**config.mk**
```make
export PLATFORM = sky130hd
export DESIGN_NAME = periodic_deadline_scheduler
export DESIGN_NICKNAME = d
export VERILOG_FILES = /design/src/hdl/pds_pkg.sv /design/src/hdl/pds_ram.sv /design/src/hdl/pds_divrem.sv /design/src/hdl/periodic_deadline_scheduler.sv
export SDC_FILE = /design/constraint.sdc
export NUM_CORES = 2
export LEC_CHECK = 0
export BUFFER_PORTS_ARGS = -buffer_cell sky130_fd_sc_hd__clkbuf_2
export CAP_MARGIN = 20
export CELL_PAD_IN_SITES_DETAIL_PLACEMENT = 1
export CELL_PAD_IN_SITES_GLOBAL_PLACEMENT = 2
export CORE_UTILIZATION = 45
export DETAILED_ROUTE_END_ITERATION = 12
export PLACE_DENSITY_LB_ADDON = 0.15
export SKIP_LAST_GASP = 1
export SLEW_MARGIN = 30
export SYNTH_ARGS = -nofsm -noshare
export SYNTH_HDL_FRONTEND = slang
export SYNTH_SLANG_ARGS = --single-unit
```
**constraint.sdc**
```tcl
create_clock -name clock -period 20.5 [get_ports clock]
set_clock_uncertainty 0.05 [all_clocks]
set_input_delay 2.05 -clock clock [delete_from_list [all_inputs] [get_ports clock]]
set_output_delay 2.05 -clock clock [all_outputs]
set_load 0.02 [all_outputs]
```
**src/hdl/pds_pkg.sv**
```systemverilog
// shared types and constants for the periodic deadline scheduler
// no dependencies; used by pds_divrem and periodic_deadline_scheduler
`default_nettype none

package pds_pkg;

   // defaults for top-level parameters
   localparam int ENTRIES_DEF     = 16;
   localparam int PERIOD_BITS_DEF = 48;

   // fixed field widths
   localparam int TIME_W      = 63;
   localparam int PER_FIELD_W = 48;
   localparam int SLOT_W      = 4;
   localparam int SUM_W       = TIME_W + 3;

   // largest number of results caused by one alarm
   localparam int MAX_RESULTS = 16;
   localparam int RES_W       = $clog2(MAX_RESULTS + 1);

   // stream payload widths
   localparam int REQ_DATA_W = 232;
   localparam int REQ_USER_W = 2;
   localparam int RSP_DATA_W = 72;

   localparam logic [TIME_W-1:0] MAX_TIME = {TIME_W{1'b1}};

   typedef enum logic [1:0] {
      CMD_ADD    = 2'd0,
      CMD_REMOVE = 2'd1,
      CMD_CLEAR  = 2'd2,
      CMD_ALARM  = 2'd3
   } cmd_type;

   typedef enum logic [1:0] {
      STS_OK        = 2'd0,
      STS_FULL      = 2'd1,
      STS_NOT_FOUND = 2'd2,
      STS_EMPTY     = 2'd3
   } status_type;

   typedef enum logic [2:0] {
      ST_IDLE,
      ST_DIV,
      ST_WRITE,
      ST_SCAN_INIT,
      ST_SCAN,
      ST_EMIT,
      ST_FIRE
   } state_type;

endpackage

`default_nettype wire

```
**src/hdl/pds_ram.sv**
```systemverilog
// generic single-write, single-read ram with registered read data
// depends on nothing
`default_nettype none

module pds_ram #(
   parameter int WIDTH = 8,
   parameter int DEPTH = 16
) (
   input  wire logic                                   clock,
   input  wire logic                                   wr_en,
   input  wire logic [((DEPTH > 1) ? $clog2(DEPTH) : 1)-1:0] wr_addr,
   input  wire logic [WIDTH-1:0]                       wr_data,
   input  wire logic                                   rd_en,
   input  wire logic [((DEPTH > 1) ? $clog2(DEPTH) : 1)-1:0] rd_addr,
   output logic      [WIDTH-1:0]                       rd_data
);

   logic [WIDTH-1:0] mem_ff [DEPTH];

   // write port and registered read port
   always_ff @(posedge clock) begin
      if (wr_en) begin
         mem_ff[wr_addr] <= wr_data;
      end
      if (rd_en) begin
         rd_data <= mem_ff[rd_addr];
      end
   end

endmodule

`default_nettype wire

```
**src/hdl/pds_divrem.sv**
```systemverilog
// restoring remainder unit, one quotient bit per cycle
// depends on pds_pkg
`default_nettype none

module pds_divrem #(
   parameter int DIV_W = pds_pkg::PERIOD_BITS_DEF
) (
   input  wire logic                      clock,
   input  wire logic                      reset,
   input  wire logic                      start,
   input  wire logic [pds_pkg::TIME_W-1:0] dividend,
   input  wire logic [DIV_W-1:0]          divisor,
   output logic                           busy,
   output logic                           done,
   output logic      [DIV_W-1:0]          rem
);

   localparam int STEP_W = $clog2(pds_pkg::TIME_W);

   logic [pds_pkg::TIME_W-1:0] dvd_ff, dvd_in;
   logic [DIV_W-1:0]           rem_ff, rem_in;
   logic [DIV_W-1:0]           dsr_ff, dsr_in;
   logic [STEP_W-1:0]          step_ff, step_in;
   logic                       busy_ff, busy_in;
   logic                       done_ff, done_in;
   logic [DIV_W:0]             trial;

   // one trial subtraction per step
   always_comb begin
      trial   = {rem_ff, dvd_ff[pds_pkg::TIME_W-1]};
      dvd_in  = dvd_ff;
      rem_in  = rem_ff;
      dsr_in  = dsr_ff;
      step_in = step_ff;
      busy_in = busy_ff;
      done_in = 1'b0;
      if (start) begin
         dvd_in  = dividend;
         dsr_in  = divisor;
         rem_in  = '0;
         step_in = '0;
         busy_in = 1'b1;
      end else if (busy_ff) begin
         dvd_in = {dvd_ff[pds_pkg::TIME_W-2:0], 1'b0};
         if (trial >= {1'b0, dsr_ff}) begin
            rem_in = DIV_W'(trial - {1'b0, dsr_ff});
         end else begin
            rem_in = trial[DIV_W-1:0];
         end
         step_in = step_ff + STEP_W'(1);
         if (step_ff == STEP_W'(pds_pkg::TIME_W - 1)) begin
            busy_in = 1'b0;
            done_in = 1'b1;
         end
      end
   end

   always_ff @(posedge clock) begin
      if (reset) begin
         busy_ff <= 1'b0;
         done_ff <= 1'b0;
      end else begin
         busy_ff <= busy_in;
         done_ff <= done_in;
      end
      dvd_ff  <= dvd_in;
      rem_ff  <= rem_in;
      dsr_ff  <= dsr_in;
      step_ff <= step_in;
   end

   assign busy = busy_ff;
   assign done = done_ff;
   assign rem  = rem_ff;

`ifndef ASSERT_OFF
   a_rem_below_divisor: assert property (@(posedge clock) disable iff (reset)
      done_ff |-> (rem_ff < dsr_ff))
      else $error("remainder not below divisor");
   a_done_ends_busy: assert property (@(posedge clock) disable iff (reset)
      done_ff |-> !busy_ff)
      else $error("remainder unit still busy after done");
   a_start_when_free: assert property (@(posedge clock) disable iff (reset)
      start |-> !busy_ff)
      else $error("remainder unit restarted while busy");
`endif

endmodule

`default_nettype wire

```
**src/hdl/periodic_deadline_scheduler.sv**
```systemverilog
// top level of the periodic deadline scheduler: sequencer, table scan, valid bits
// depends on pds_pkg, pds_ram, pds_divrem
//
//  channel | direction | payload
//  req     | in        | tuser: command; tdata: slot, start_time, period_ns, offset_ns, now_time
//  rsp     | out       | tdata: out_slot, fired, status, next_deadline, deadline_valid; tlast
//
// one item at a time; req_tready is high only while idle
// add: the 63-step remainder unit, a table write, then one table scan (a full table goes straight to the scan)
// alarm: one table scan, then per fired entry the remainder unit, a table write and another table scan
// remove and clear: one table scan through the ram read port
// reset empties the table at once through per-slot valid bits; no clearing pass
// a result waits in the output register while rsp_tready is low, and the sequencer holds
`default_nettype none

module periodic_deadline_scheduler #(
   parameter int ENTRIES     = pds_pkg::ENTRIES_DEF,
   parameter int PERIOD_BITS = pds_pkg::PERIOD_BITS_DEF
) (
   input  wire logic                              clock,
   input  wire logic                              reset,
   input  wire logic                              req_tvalid,
   output logic                                   req_tready,
   // slot[3:0], start_time[66:4], period_ns[114:67], offset_ns[162:115],
   // now_time[225:163], zero fill[231:226]
   input  wire logic [pds_pkg::REQ_DATA_W-1:0]    req_tdata,
   // command[1:0]
   input  wire logic [pds_pkg::REQ_USER_W-1:0]    req_tuser,
   output logic                                   rsp_tvalid,
   input  wire logic                              rsp_tready,
   // out_slot[3:0], fired[4], status[6:5], next_deadline[69:7],
   // deadline_valid[70], zero fill[71]
   output logic      [pds_pkg::RSP_DATA_W-1:0]    rsp_tdata,
   output logic                                   rsp_tlast
);

   localparam int IDX_W  = (ENTRIES > 1) ? $clog2(ENTRIES) : 1;
   localparam int CNT_W  = $clog2(ENTRIES + 1);
   localparam int TW     = pds_pkg::TIME_W;
   localparam int SW     = pds_pkg::SUM_W;
   localparam int MEM_W  = PERIOD_BITS + TW;
   localparam int RW     = pds_pkg::RES_W;

   // request fields
   logic [pds_pkg::SLOT_W-1:0]      f_slot;
   logic [TW-1:0]                   f_start;
   logic [pds_pkg::PER_FIELD_W-1:0] f_period;
   logic [pds_pkg::PER_FIELD_W-1:0] f_offset;
   logic [TW-1:0]                   f_now;
   pds_pkg::cmd_type                f_cmd;

   assign f_slot   = req_tdata[3:0];
   assign f_start  = req_tdata[66:4];
   assign f_period = req_tdata[114:67];
   assign f_offset = req_tdata[162:115];
   assign f_now    = req_tdata[225:163];
   assign f_cmd    = pds_pkg::cmd_type'(req_tuser[1:0]);

   // state
   pds_pkg::state_type         state_ff, state_in;
   pds_pkg::cmd_type           cmd_ff;
   pds_pkg::status_type        status_ff;
   logic                       fired_ff;
   logic [pds_pkg::SLOT_W-1:0] slot_out_ff;
   logic [IDX_W-1:0]           tgt_ff;
   logic [TW-1:0]              now_ff;
   logic [PERIOD_BITS-1:0]     per_ff;
   logic [SW-1:0]              base_ff;
   logic                       neg_ff;
   logic [TW-1:0]              absd_ff;
   logic [ENTRIES-1:0]         valid_ff;
   logic [ENTRIES-1:0]         done_ff;
   logic [RW-1:0]              nres_ff;
   logic                       head_ff;

   // scan registers
   logic [CNT_W-1:0]           scan_cnt_ff;
   logic                       rd_pend_ff;
   logic [IDX_W-1:0]           rd_idx_ff;
   logic                       all_vld_ff;
   logic [TW-1:0]              all_d_ff;
   logic                       cand_vld_ff;
   logic [TW-1:0]              cand_d_ff;
   logic [PERIOD_BITS-1:0]     cand_p_ff;
   logic [IDX_W-1:0]           cand_idx_ff;

   // output register
   logic                            rsp_valid_ff;
   logic [pds_pkg::RSP_DATA_W-1:0]  rsp_data_ff;
   logic                            rsp_last_ff;

   // control
   logic accept, div_start, mem_we, scan_issue, emit_go, scan_end, last_now;

   // lowest free slot
   logic             free_found;
   logic [IDX_W-1:0] free_idx;
   always_comb begin
      free_found = 1'b0;
      free_idx   = '0;
      for (int i = ENTRIES - 1; i >= 0; i--) begin
         if (!valid_ff[i]) begin
            free_found = 1'b1;
            free_idx   = IDX_W'(i);
         end
      end
   end

   // remove lookup
   logic [IDX_W-1:0] rm_idx;
   logic             rm_hit;
   assign rm_idx = IDX_W'(f_slot);
   assign rm_hit = (32'(f_slot) < ENTRIES) && valid_ff[rm_idx];

   // normalized period, zero taken as one
   logic [63:0]            per_ext;
   logic [PERIOD_BITS-1:0] per_norm;
   always_comb begin
      per_ext  = {16'b0, f_period};
      per_norm = per_ext[PERIOD_BITS-1:0];
      if (per_norm == '0) begin
         per_norm = PERIOD_BITS'(1);
      end
   end

   // signed time difference and base for the remainder unit
   logic [TW:0]            diff;
   logic [TW:0]            diff_abs;
   logic [SW-1:0]          base_nx;
   logic [PERIOD_BITS-1:0] dsr_nx;
   always_comb begin
      if (state_ff == pds_pkg::ST_FIRE) begin
         diff    = {1'b0, now_ff} - {1'b0, cand_d_ff};
         base_nx = SW'(cand_d_ff) + SW'(cand_p_ff);
         dsr_nx  = cand_p_ff;
      end else begin
         diff    = {1'b0, f_now} - {1'b0, f_start};
         base_nx = SW'(f_start) + SW'(f_offset) + SW'(per_norm);
         dsr_nx  = per_norm;
      end
      diff_abs = diff[TW] ? (~diff + (TW+1)'(1)) : diff;
   end

   // remainder unit
   logic                   div_busy, div_done;
   logic [PERIOD_BITS-1:0] div_rem;

   pds_divrem #(.DIV_W(PERIOD_BITS)) u_divrem (
      .clock    (clock),
      .reset    (reset),
      .start    (div_start),
      .dividend (diff_abs[TW-1:0]),
      .divisor  (dsr_nx),
      .busy     (div_busy),
      .done     (div_done),
      .rem      (div_rem)
   );

   // saturated new deadline
   logic [SW-1:0] mag, sum_pos, dif_neg;
   logic [TW-1:0] new_dl;
   always_comb begin
      mag     = SW'(absd_ff) - SW'(div_rem);
      sum_pos = base_ff + mag;
      dif_neg = base_ff - mag;
      if (!neg_ff) begin
         new_dl = (sum_pos > SW'(pds_pkg::MAX_TIME)) ? pds_pkg::MAX_TIME : sum_pos[TW-1:0];
      end else if (mag > base_ff) begin
         new_dl = '0;
      end else begin
         new_dl = (dif_neg > SW'(pds_pkg::MAX_TIME)) ? pds_pkg::MAX_TIME : dif_neg[TW-1:0];
      end
   end

   // table memory: period above deadline
   logic [MEM_W-1:0] rd_data;
   logic [TW-1:0]    rd_d;
   logic [PERIOD_BITS-1:0] rd_p;
   assign rd_d = rd_data[TW-1:0];
   assign rd_p = rd_data[MEM_W-1:TW];

   pds_ram #(.WIDTH(MEM_W), .DEPTH(ENTRIES)) u_table (
      .clock   (clock),
      .wr_en   (mem_we),
      .wr_addr (tgt_ff),
      .wr_data ({per_ff, new_dl}),
      .rd_en   (scan_issue),
      .rd_addr (scan_cnt_ff[IDX_W-1:0]),
      .rd_data (rd_data)
   );

   assign scan_end = (scan_cnt_ff == CNT_W'(ENTRIES)) && !rd_pend_ff;
   assign last_now = (cmd_ff != pds_pkg::CMD_ALARM) || head_ff || !cand_vld_ff ||
                     (nres_ff >= RW'(pds_pkg::MAX_RESULTS - 1)) || (cand_d_ff > now_ff);

   // next state
   always_comb begin
      state_in = state_ff;
      case (state_ff)
         pds_pkg::ST_IDLE: begin
            if (req_tvalid) begin
               if (f_cmd == pds_pkg::CMD_ADD && free_found) begin
                  state_in = pds_pkg::ST_DIV;
               end else begin
                  state_in = pds_pkg::ST_SCAN_INIT;
               end
            end
         end
         pds_pkg::ST_DIV: begin
            if (div_done) begin
               state_in = pds_pkg::ST_WRITE;
            end
         end
         pds_pkg::ST_WRITE:     state_in = pds_pkg::ST_SCAN_INIT;
         pds_pkg::ST_SCAN_INIT: state_in = pds_pkg::ST_SCAN;
         pds_pkg::ST_SCAN: begin
            if (scan_end) begin
               if (cmd_ff == pds_pkg::CMD_ALARM && head_ff && cand_vld_ff) begin
                  state_in = pds_pkg::ST_FIRE;
               end else begin
                  state_in = pds_pkg::ST_EMIT;
               end
            end
         end
         pds_pkg::ST_EMIT: begin
            if (!rsp_valid_ff || rsp_tready) begin
               state_in = last_now ? pds_pkg::ST_IDLE : pds_pkg::ST_FIRE;
            end
         end
         pds_pkg::ST_FIRE:      state_in = pds_pkg::ST_DIV;
         default:               state_in = pds_pkg::ST_IDLE;
      endcase
   end

   // control outputs
   always_comb begin
      req_tready = 1'b0;
      div_start  = 1'b0;
      mem_we     = 1'b0;
      scan_issue = 1'b0;
      emit_go    = 1'b0;
      case (state_ff)
         pds_pkg::ST_IDLE: begin
            req_tready = 1'b1;
            div_start  = req_tvalid && f_cmd == pds_pkg::CMD_ADD && free_found;
         end
         pds_pkg::ST_WRITE: mem_we = 1'b1;
         pds_pkg::ST_SCAN:  scan_issue = scan_cnt_ff < CNT_W'(ENTRIES);
         pds_pkg::ST_EMIT:  emit_go = !rsp_valid_ff || rsp_tready;
         pds_pkg::ST_FIRE:  div_start = 1'b1;
         default: begin
         end
      endcase
   end

   assign accept = req_tvalid && req_tready;

   // control registers
   always_ff @(posedge clock) begin
      if (reset) begin
         state_ff     <= pds_pkg::ST_IDLE;
         valid_ff     <= '0;
         rsp_valid_ff <= 1'b0;
         rd_pend_ff   <= 1'b0;
      end else begin
         state_ff <= state_in;
         rd_pend_ff <= scan_issue;
         if (accept) begin
            case (f_cmd)
               pds_pkg::CMD_REMOVE: begin
                  if (rm_hit) begin
                     valid_ff[rm_idx] <= 1'b0;
                  end
               end
               pds_pkg::CMD_CLEAR: valid_ff <= '0;
               default: begin
               end
            endcase
         end
         if (mem_we) begin
            valid_ff[tgt_ff] <= 1'b1;
         end
         if (emit_go) begin
            rsp_valid_ff <= 1'b1;
         end else if (rsp_tready) begin
            rsp_valid_ff <= 1'b0;
         end
      end
   end

   // datapath registers
   always_ff @(posedge clock) begin
      if (accept) begin
         cmd_ff      <= f_cmd;
         now_ff      <= f_now;
         per_ff      <= per_norm;
         base_ff     <= base_nx;
         neg_ff      <= diff[TW];
         absd_ff     <= diff_abs[TW-1:0];
         fired_ff    <= 1'b0;
         tgt_ff      <= free_idx;
         done_ff     <= '0;
         nres_ff     <= '0;
         head_ff     <= 1'b1;
         case (f_cmd)
            pds_pkg::CMD_ADD: begin
               status_ff   <= free_found ? pds_pkg::STS_OK : pds_pkg::STS_FULL;
               slot_out_ff <= free_found ? pds_pkg::SLOT_W'(free_idx) : '0;
            end
            pds_pkg::CMD_REMOVE: begin
               status_ff   <= rm_hit ? pds_pkg::STS_OK : pds_pkg::STS_NOT_FOUND;
               slot_out_ff <= f_slot;
            end
            pds_pkg::CMD_CLEAR: begin
               status_ff   <= pds_pkg::STS_OK;
               slot_out_ff <= '0;
            end
            default: begin
               status_ff   <= pds_pkg::STS_EMPTY;
               slot_out_ff <= '0;
            end
         endcase
      end
      // fire the current candidate
      if (state_ff == pds_pkg::ST_FIRE) begin
         head_ff              <= 1'b0;
         tgt_ff               <= cand_idx_ff;
         done_ff[cand_idx_ff] <= 1'b1;
         per_ff               <= cand_p_ff;
         base_ff              <= base_nx;
         neg_ff               <= diff[TW];
         absd_ff              <= diff_abs[TW-1:0];
         status_ff            <= pds_pkg::STS_OK;
         fired_ff             <= 1'b1;
         slot_out_ff          <= pds_pkg::SLOT_W'(cand_idx_ff);
      end
      // scan: earliest overall and earliest not yet fired
      if (state_ff == pds_pkg::ST_SCAN_INIT) begin
         scan_cnt_ff <= '0;
         all_vld_ff  <= 1'b0;
         cand_vld_ff <= 1'b0;
      end
      if (scan_issue) begin
         scan_cnt_ff <= scan_cnt_ff + CNT_W'(1);
         rd_idx_ff   <= scan_cnt_ff[IDX_W-1:0];
      end
      if (rd_pend_ff && valid_ff[rd_idx_ff]) begin
         if (!all_vld_ff || rd_d < all_d_ff) begin
            all_vld_ff <= 1'b1;
            all_d_ff   <= rd_d;
         end
         if (!done_ff[rd_idx_ff] && (!cand_vld_ff || rd_d < cand_d_ff)) begin
            cand_vld_ff <= 1'b1;
            cand_d_ff   <= rd_d;
            cand_p_ff   <= rd_p;
            cand_idx_ff <= rd_idx_ff;
         end
      end
      // result transfer into the output register
      if (emit_go) begin
         nres_ff     <= nres_ff + RW'(1);
         rsp_last_ff <= last_now;
         rsp_data_ff <= {1'b0, all_vld_ff, (all_vld_ff ? all_d_ff : {TW{1'b0}}),
                         status_ff, fired_ff, slot_out_ff};
      end
   end

   assign rsp_tvalid = rsp_valid_ff;
   assign rsp_tdata  = rsp_data_ff;
   assign rsp_tlast  = rsp_last_ff;

`ifndef ASSERT_OFF
   a_write_sets_valid: assert property (@(posedge clock) disable iff (reset)
      mem_we |=> valid_ff[$past(tgt_ff)])
      else $error("written slot not marked valid");
   a_fire_has_cand: assert property (@(posedge clock) disable iff (reset)
      (state_ff == pds_pkg::ST_FIRE) |-> cand_vld_ff)
      else $error("fire without a candidate");
   a_fired_ok: assert property (@(posedge clock) disable iff (reset)
      (rsp_valid_ff && rsp_data_ff[4]) |-> (rsp_data_ff[6:5] == pds_pkg::STS_OK))
      else $error("fired result with bad status");
   a_empty_zero_deadline: assert property (@(posedge clock) disable iff (reset)
      (rsp_valid_ff && !rsp_data_ff[70]) |-> (rsp_data_ff[69:7] == '0))
      else $error("deadline shown for empty table");
   a_write_after_div: assert property (@(posedge clock) disable iff (reset)
      (state_ff == pds_pkg::ST_WRITE) |-> !div_busy)
      else $error("table write while remainder unit busy");
`endif

endmodule

`default_nettype wire
```
==> flow_summary.toml <==
[final_layout]
regArea_sq_um = 77400
syn2layout_area_growth_pct = 12.5
nFillCells = 28400
num-nets-final = 10700
multiInputGateArea_sq_um = 50000
drive_above_1_share_pct = 16.9

[clocking]
ctsRootBufferMaster = "clkbuf_16"
clk_path_buf_depth = 4
cts_tree = "built"
clock_latency_ns = 0.91
clkSlewWorstSetupHoldPaths_ns = 0.06
post_cts_buffers = 0
cts_sinks = 2610
ctsHtreeMaxLevel = 5
ctsHoldBuffers = 0
cts.repair.resized = 0
cts_made_buffers = 290

[setup_path]
worstSetupPathType = "reg2reg"
reg2reg_from = "u_divrem.rem[0]"
crit_path_max_fanout = 28
crit_family = "compound AO/OA/AOI/OAI gates"
crit_cells = 30
cp_data_arrival_time_ns = 10.94
startpoint = "u_divrem.rem[0]"
max_stage_delay_ns = 0.77
cp.required_ns = 21.09
critPathSlowestCell = "a311oi_1"
setup.worst_path.end_class = "register"
r2r_end = "u_table.mem_ff[14][1]"
cp-endpoint = "u_table.mem_ff[14][1]"
path_buf_inv = 3
start_kind = "register"
rr_worst_depth = 30
rrSetupSlack_ns = 10.15

[grt]
grt_pass1_wl_um = 644000
grt_pass1_vias = 88900
antenna_found_initial = 39
overflow = 0
grt_max_degree = 139
track_usage_pct = 30.8

[run]
max-cap-violations = 0

[detailed_routing]
wl_per_cell_um = 32.7
vias_per_cell = 6.18
drt-met1-wl_um = 201000
ant_nets = 0
wl_met2_um = 209000
drc = 0
top_layer = "met5"
drtIter0Drc = 8768
dr_wl_met3_um = 31900
drt-pass1-iter-count = 5
num_vias = 86300
wl_um = 457000

[floorplan]
fp.dieW_um = 541
row_count = 197
die_h_um = 541
core_sq_um = 289000
dieArea_sq_um = 293000
start_util_pct = 45.3
ioPinCount = 313

[logic_synthesis]
ys_types = 114
ys_seq_elements = 2610
ys_async_sr_fraction_pct = 0
yosysWarnings = 0
syn_avg_cell_area_sq_um = 13.8
yosysTopAreaCellShare_pct = 57.6
synth_area_leaders = "edfxtp_1 (58%), mux4_2 (9.8%), ha_1 (5.6%), a21oi_1 (2.4%), xnor2_1 (1.8%)"
ys_top_cells_by_count = "edfxtp_1 (2511), a21oi_1 (637), nand2_1 (617)"
syn_area_sq_um = 131000
netlist_instances = 9481
yosys.area.top_type = "edfxtp_1"
synth_most_common_cell = "edfxtp_1"
ys_seq_area_share_pct = 59.1
synth_edf_count = 2511
ys.flop_type = "edfxtp_1"
syn_nets = 10400

[timing]
post-route-min-period_ns = 10.35
rsz0062_at_grt = "no"
hold_viol = 0
relSlewSlack_pct = 29.4
fin_setup_tns_ns = 0
setup_violations = 0
slew_viol_final = 0
fin_crit_sh_pct = 50.5
max_freq_mhz = 96.6
worst_pin_slew_ns = 1.06
whs_ns = 0.333

[power]
ir_drop_mv = 0.0816
power_density_nw_per_um2 = 137
p_leak_nw = 52.5

[placement]
hpwl_um = 327000
port_buffers = 305
place.gp.congestion = 0.943

[min_path]
hp-class = "reg2reg"

[run_status]
status = "complete, no violations"
placed cells by master (no fill, tap or decap), types with 294 or more instances in the layout:
cell type and count:
clkbuf_16 294, edfxtp_1 2511, ha_1 582, nand2_1 616, clkbuf_2 305, a21oi_1 636, inv_1 525, mux4_2 570
o21ai_0 379, nor2_1 511
kinds of logic (layout without fill, tap and decap cells):
logic type | Yosys count | in the layout | synth area share, %
compound gates | 2099 | 2099 | 10.4
xor+xnor | 431 | 431 | 2.89
fa+ha+maj | 638 | 638 | 6.42
buf+inv | 975 | 1564 | 2.86
flops | 2610 | 2610 | 59.1
mux | 689 | 689 | 10.8
other cells | 1 | 11 | 0.00287
simple gates | 2038 | 2038 | 7.51
worst min-delay path by stage:
stage	from	end	cells after the start
after floorplan	u_table.rd_data[63]	cand_p_ff[0]	0
after global placement	u_table.rd_data[63]	cand_p_ff[0]	0
after detailed placement	u_table.rd_data[63]	cand_p_ff[0]	0
after CTS	u_table.rd_data[98]	cand_p_ff[35]	0
after global routing	u_table.rd_data[98]	cand_p_ff[35]	0
final	u_table.rd_data[98]	cand_p_ff[35]	0
flip-flops by register name, summed over array words and instances, names as in the netlist, 64 cells and up:
signal / count
base_ff: 64
u_table.rd_data: 111
rsp_tdata: 71
u_table.mem_ff: 1776
final cells by class:
class / count / area share, %
Antenna cell: 10 / 0.0170
Timing Repair Buffer: 498 / 2.08
Clock inverter: 176 / 1.43
Inverter: 548 / 1.46
Tap cell: 3880 / 3.30
Sequential cell: 2610 / 52.6
Clock buffer: 342 / 5.14
Multi-Input combinational cell: 5896 / 34.0
where the power goes:
group | leakage, nW | switching (mW) | internal (mW)
Sequential | 23.5 | 0.211 | 7.04
Combinational | 24.3 | 5.19 | 2.39
Clock | 4.67 | 2.26 | 3.08
Total | 52.5 | 7.66 | 12.5
layer usage:
layer,vias up,GRT usage [%]
met5,-,0
met1,45100,44.1
li1,37400,-
met3,582,4.39
met2,3213,48.6
met4,6,9.68
worst reg2reg max path: cells and delay by family, from the launching register on:
| kind | cells | cell delay, ns |
|---|---|---|
| compound gates | 15 | 4.34 |
| simple gates | 8 | 2.95 |
| fa+ha+maj | 3 | 1.20 |
| buf+inv | 3 | 1.10 |
| flops | 1 | 0.37 |
| mux | 1 | 0.15 |
per-stage QoR:
stage	worst slack, ns	instances	total power [mW]	area (sq um)	utilization [%]
2_1_floorplan	11.57	9481	12.0	131000	-
3_3_place_gp	10.07	13400	14.5	137000	47.5
3_5_place_dp	10.08	13400	14.7	137000	47.6
4_1_cts	10.06	13900	20.1	147000	50.9
5_1_grt	9.62	14000	21.0	147000	51.0
6_report	10.15	14000	20.2	147000	51.0
Note: power is estimated with default switching activity, not from simulation.
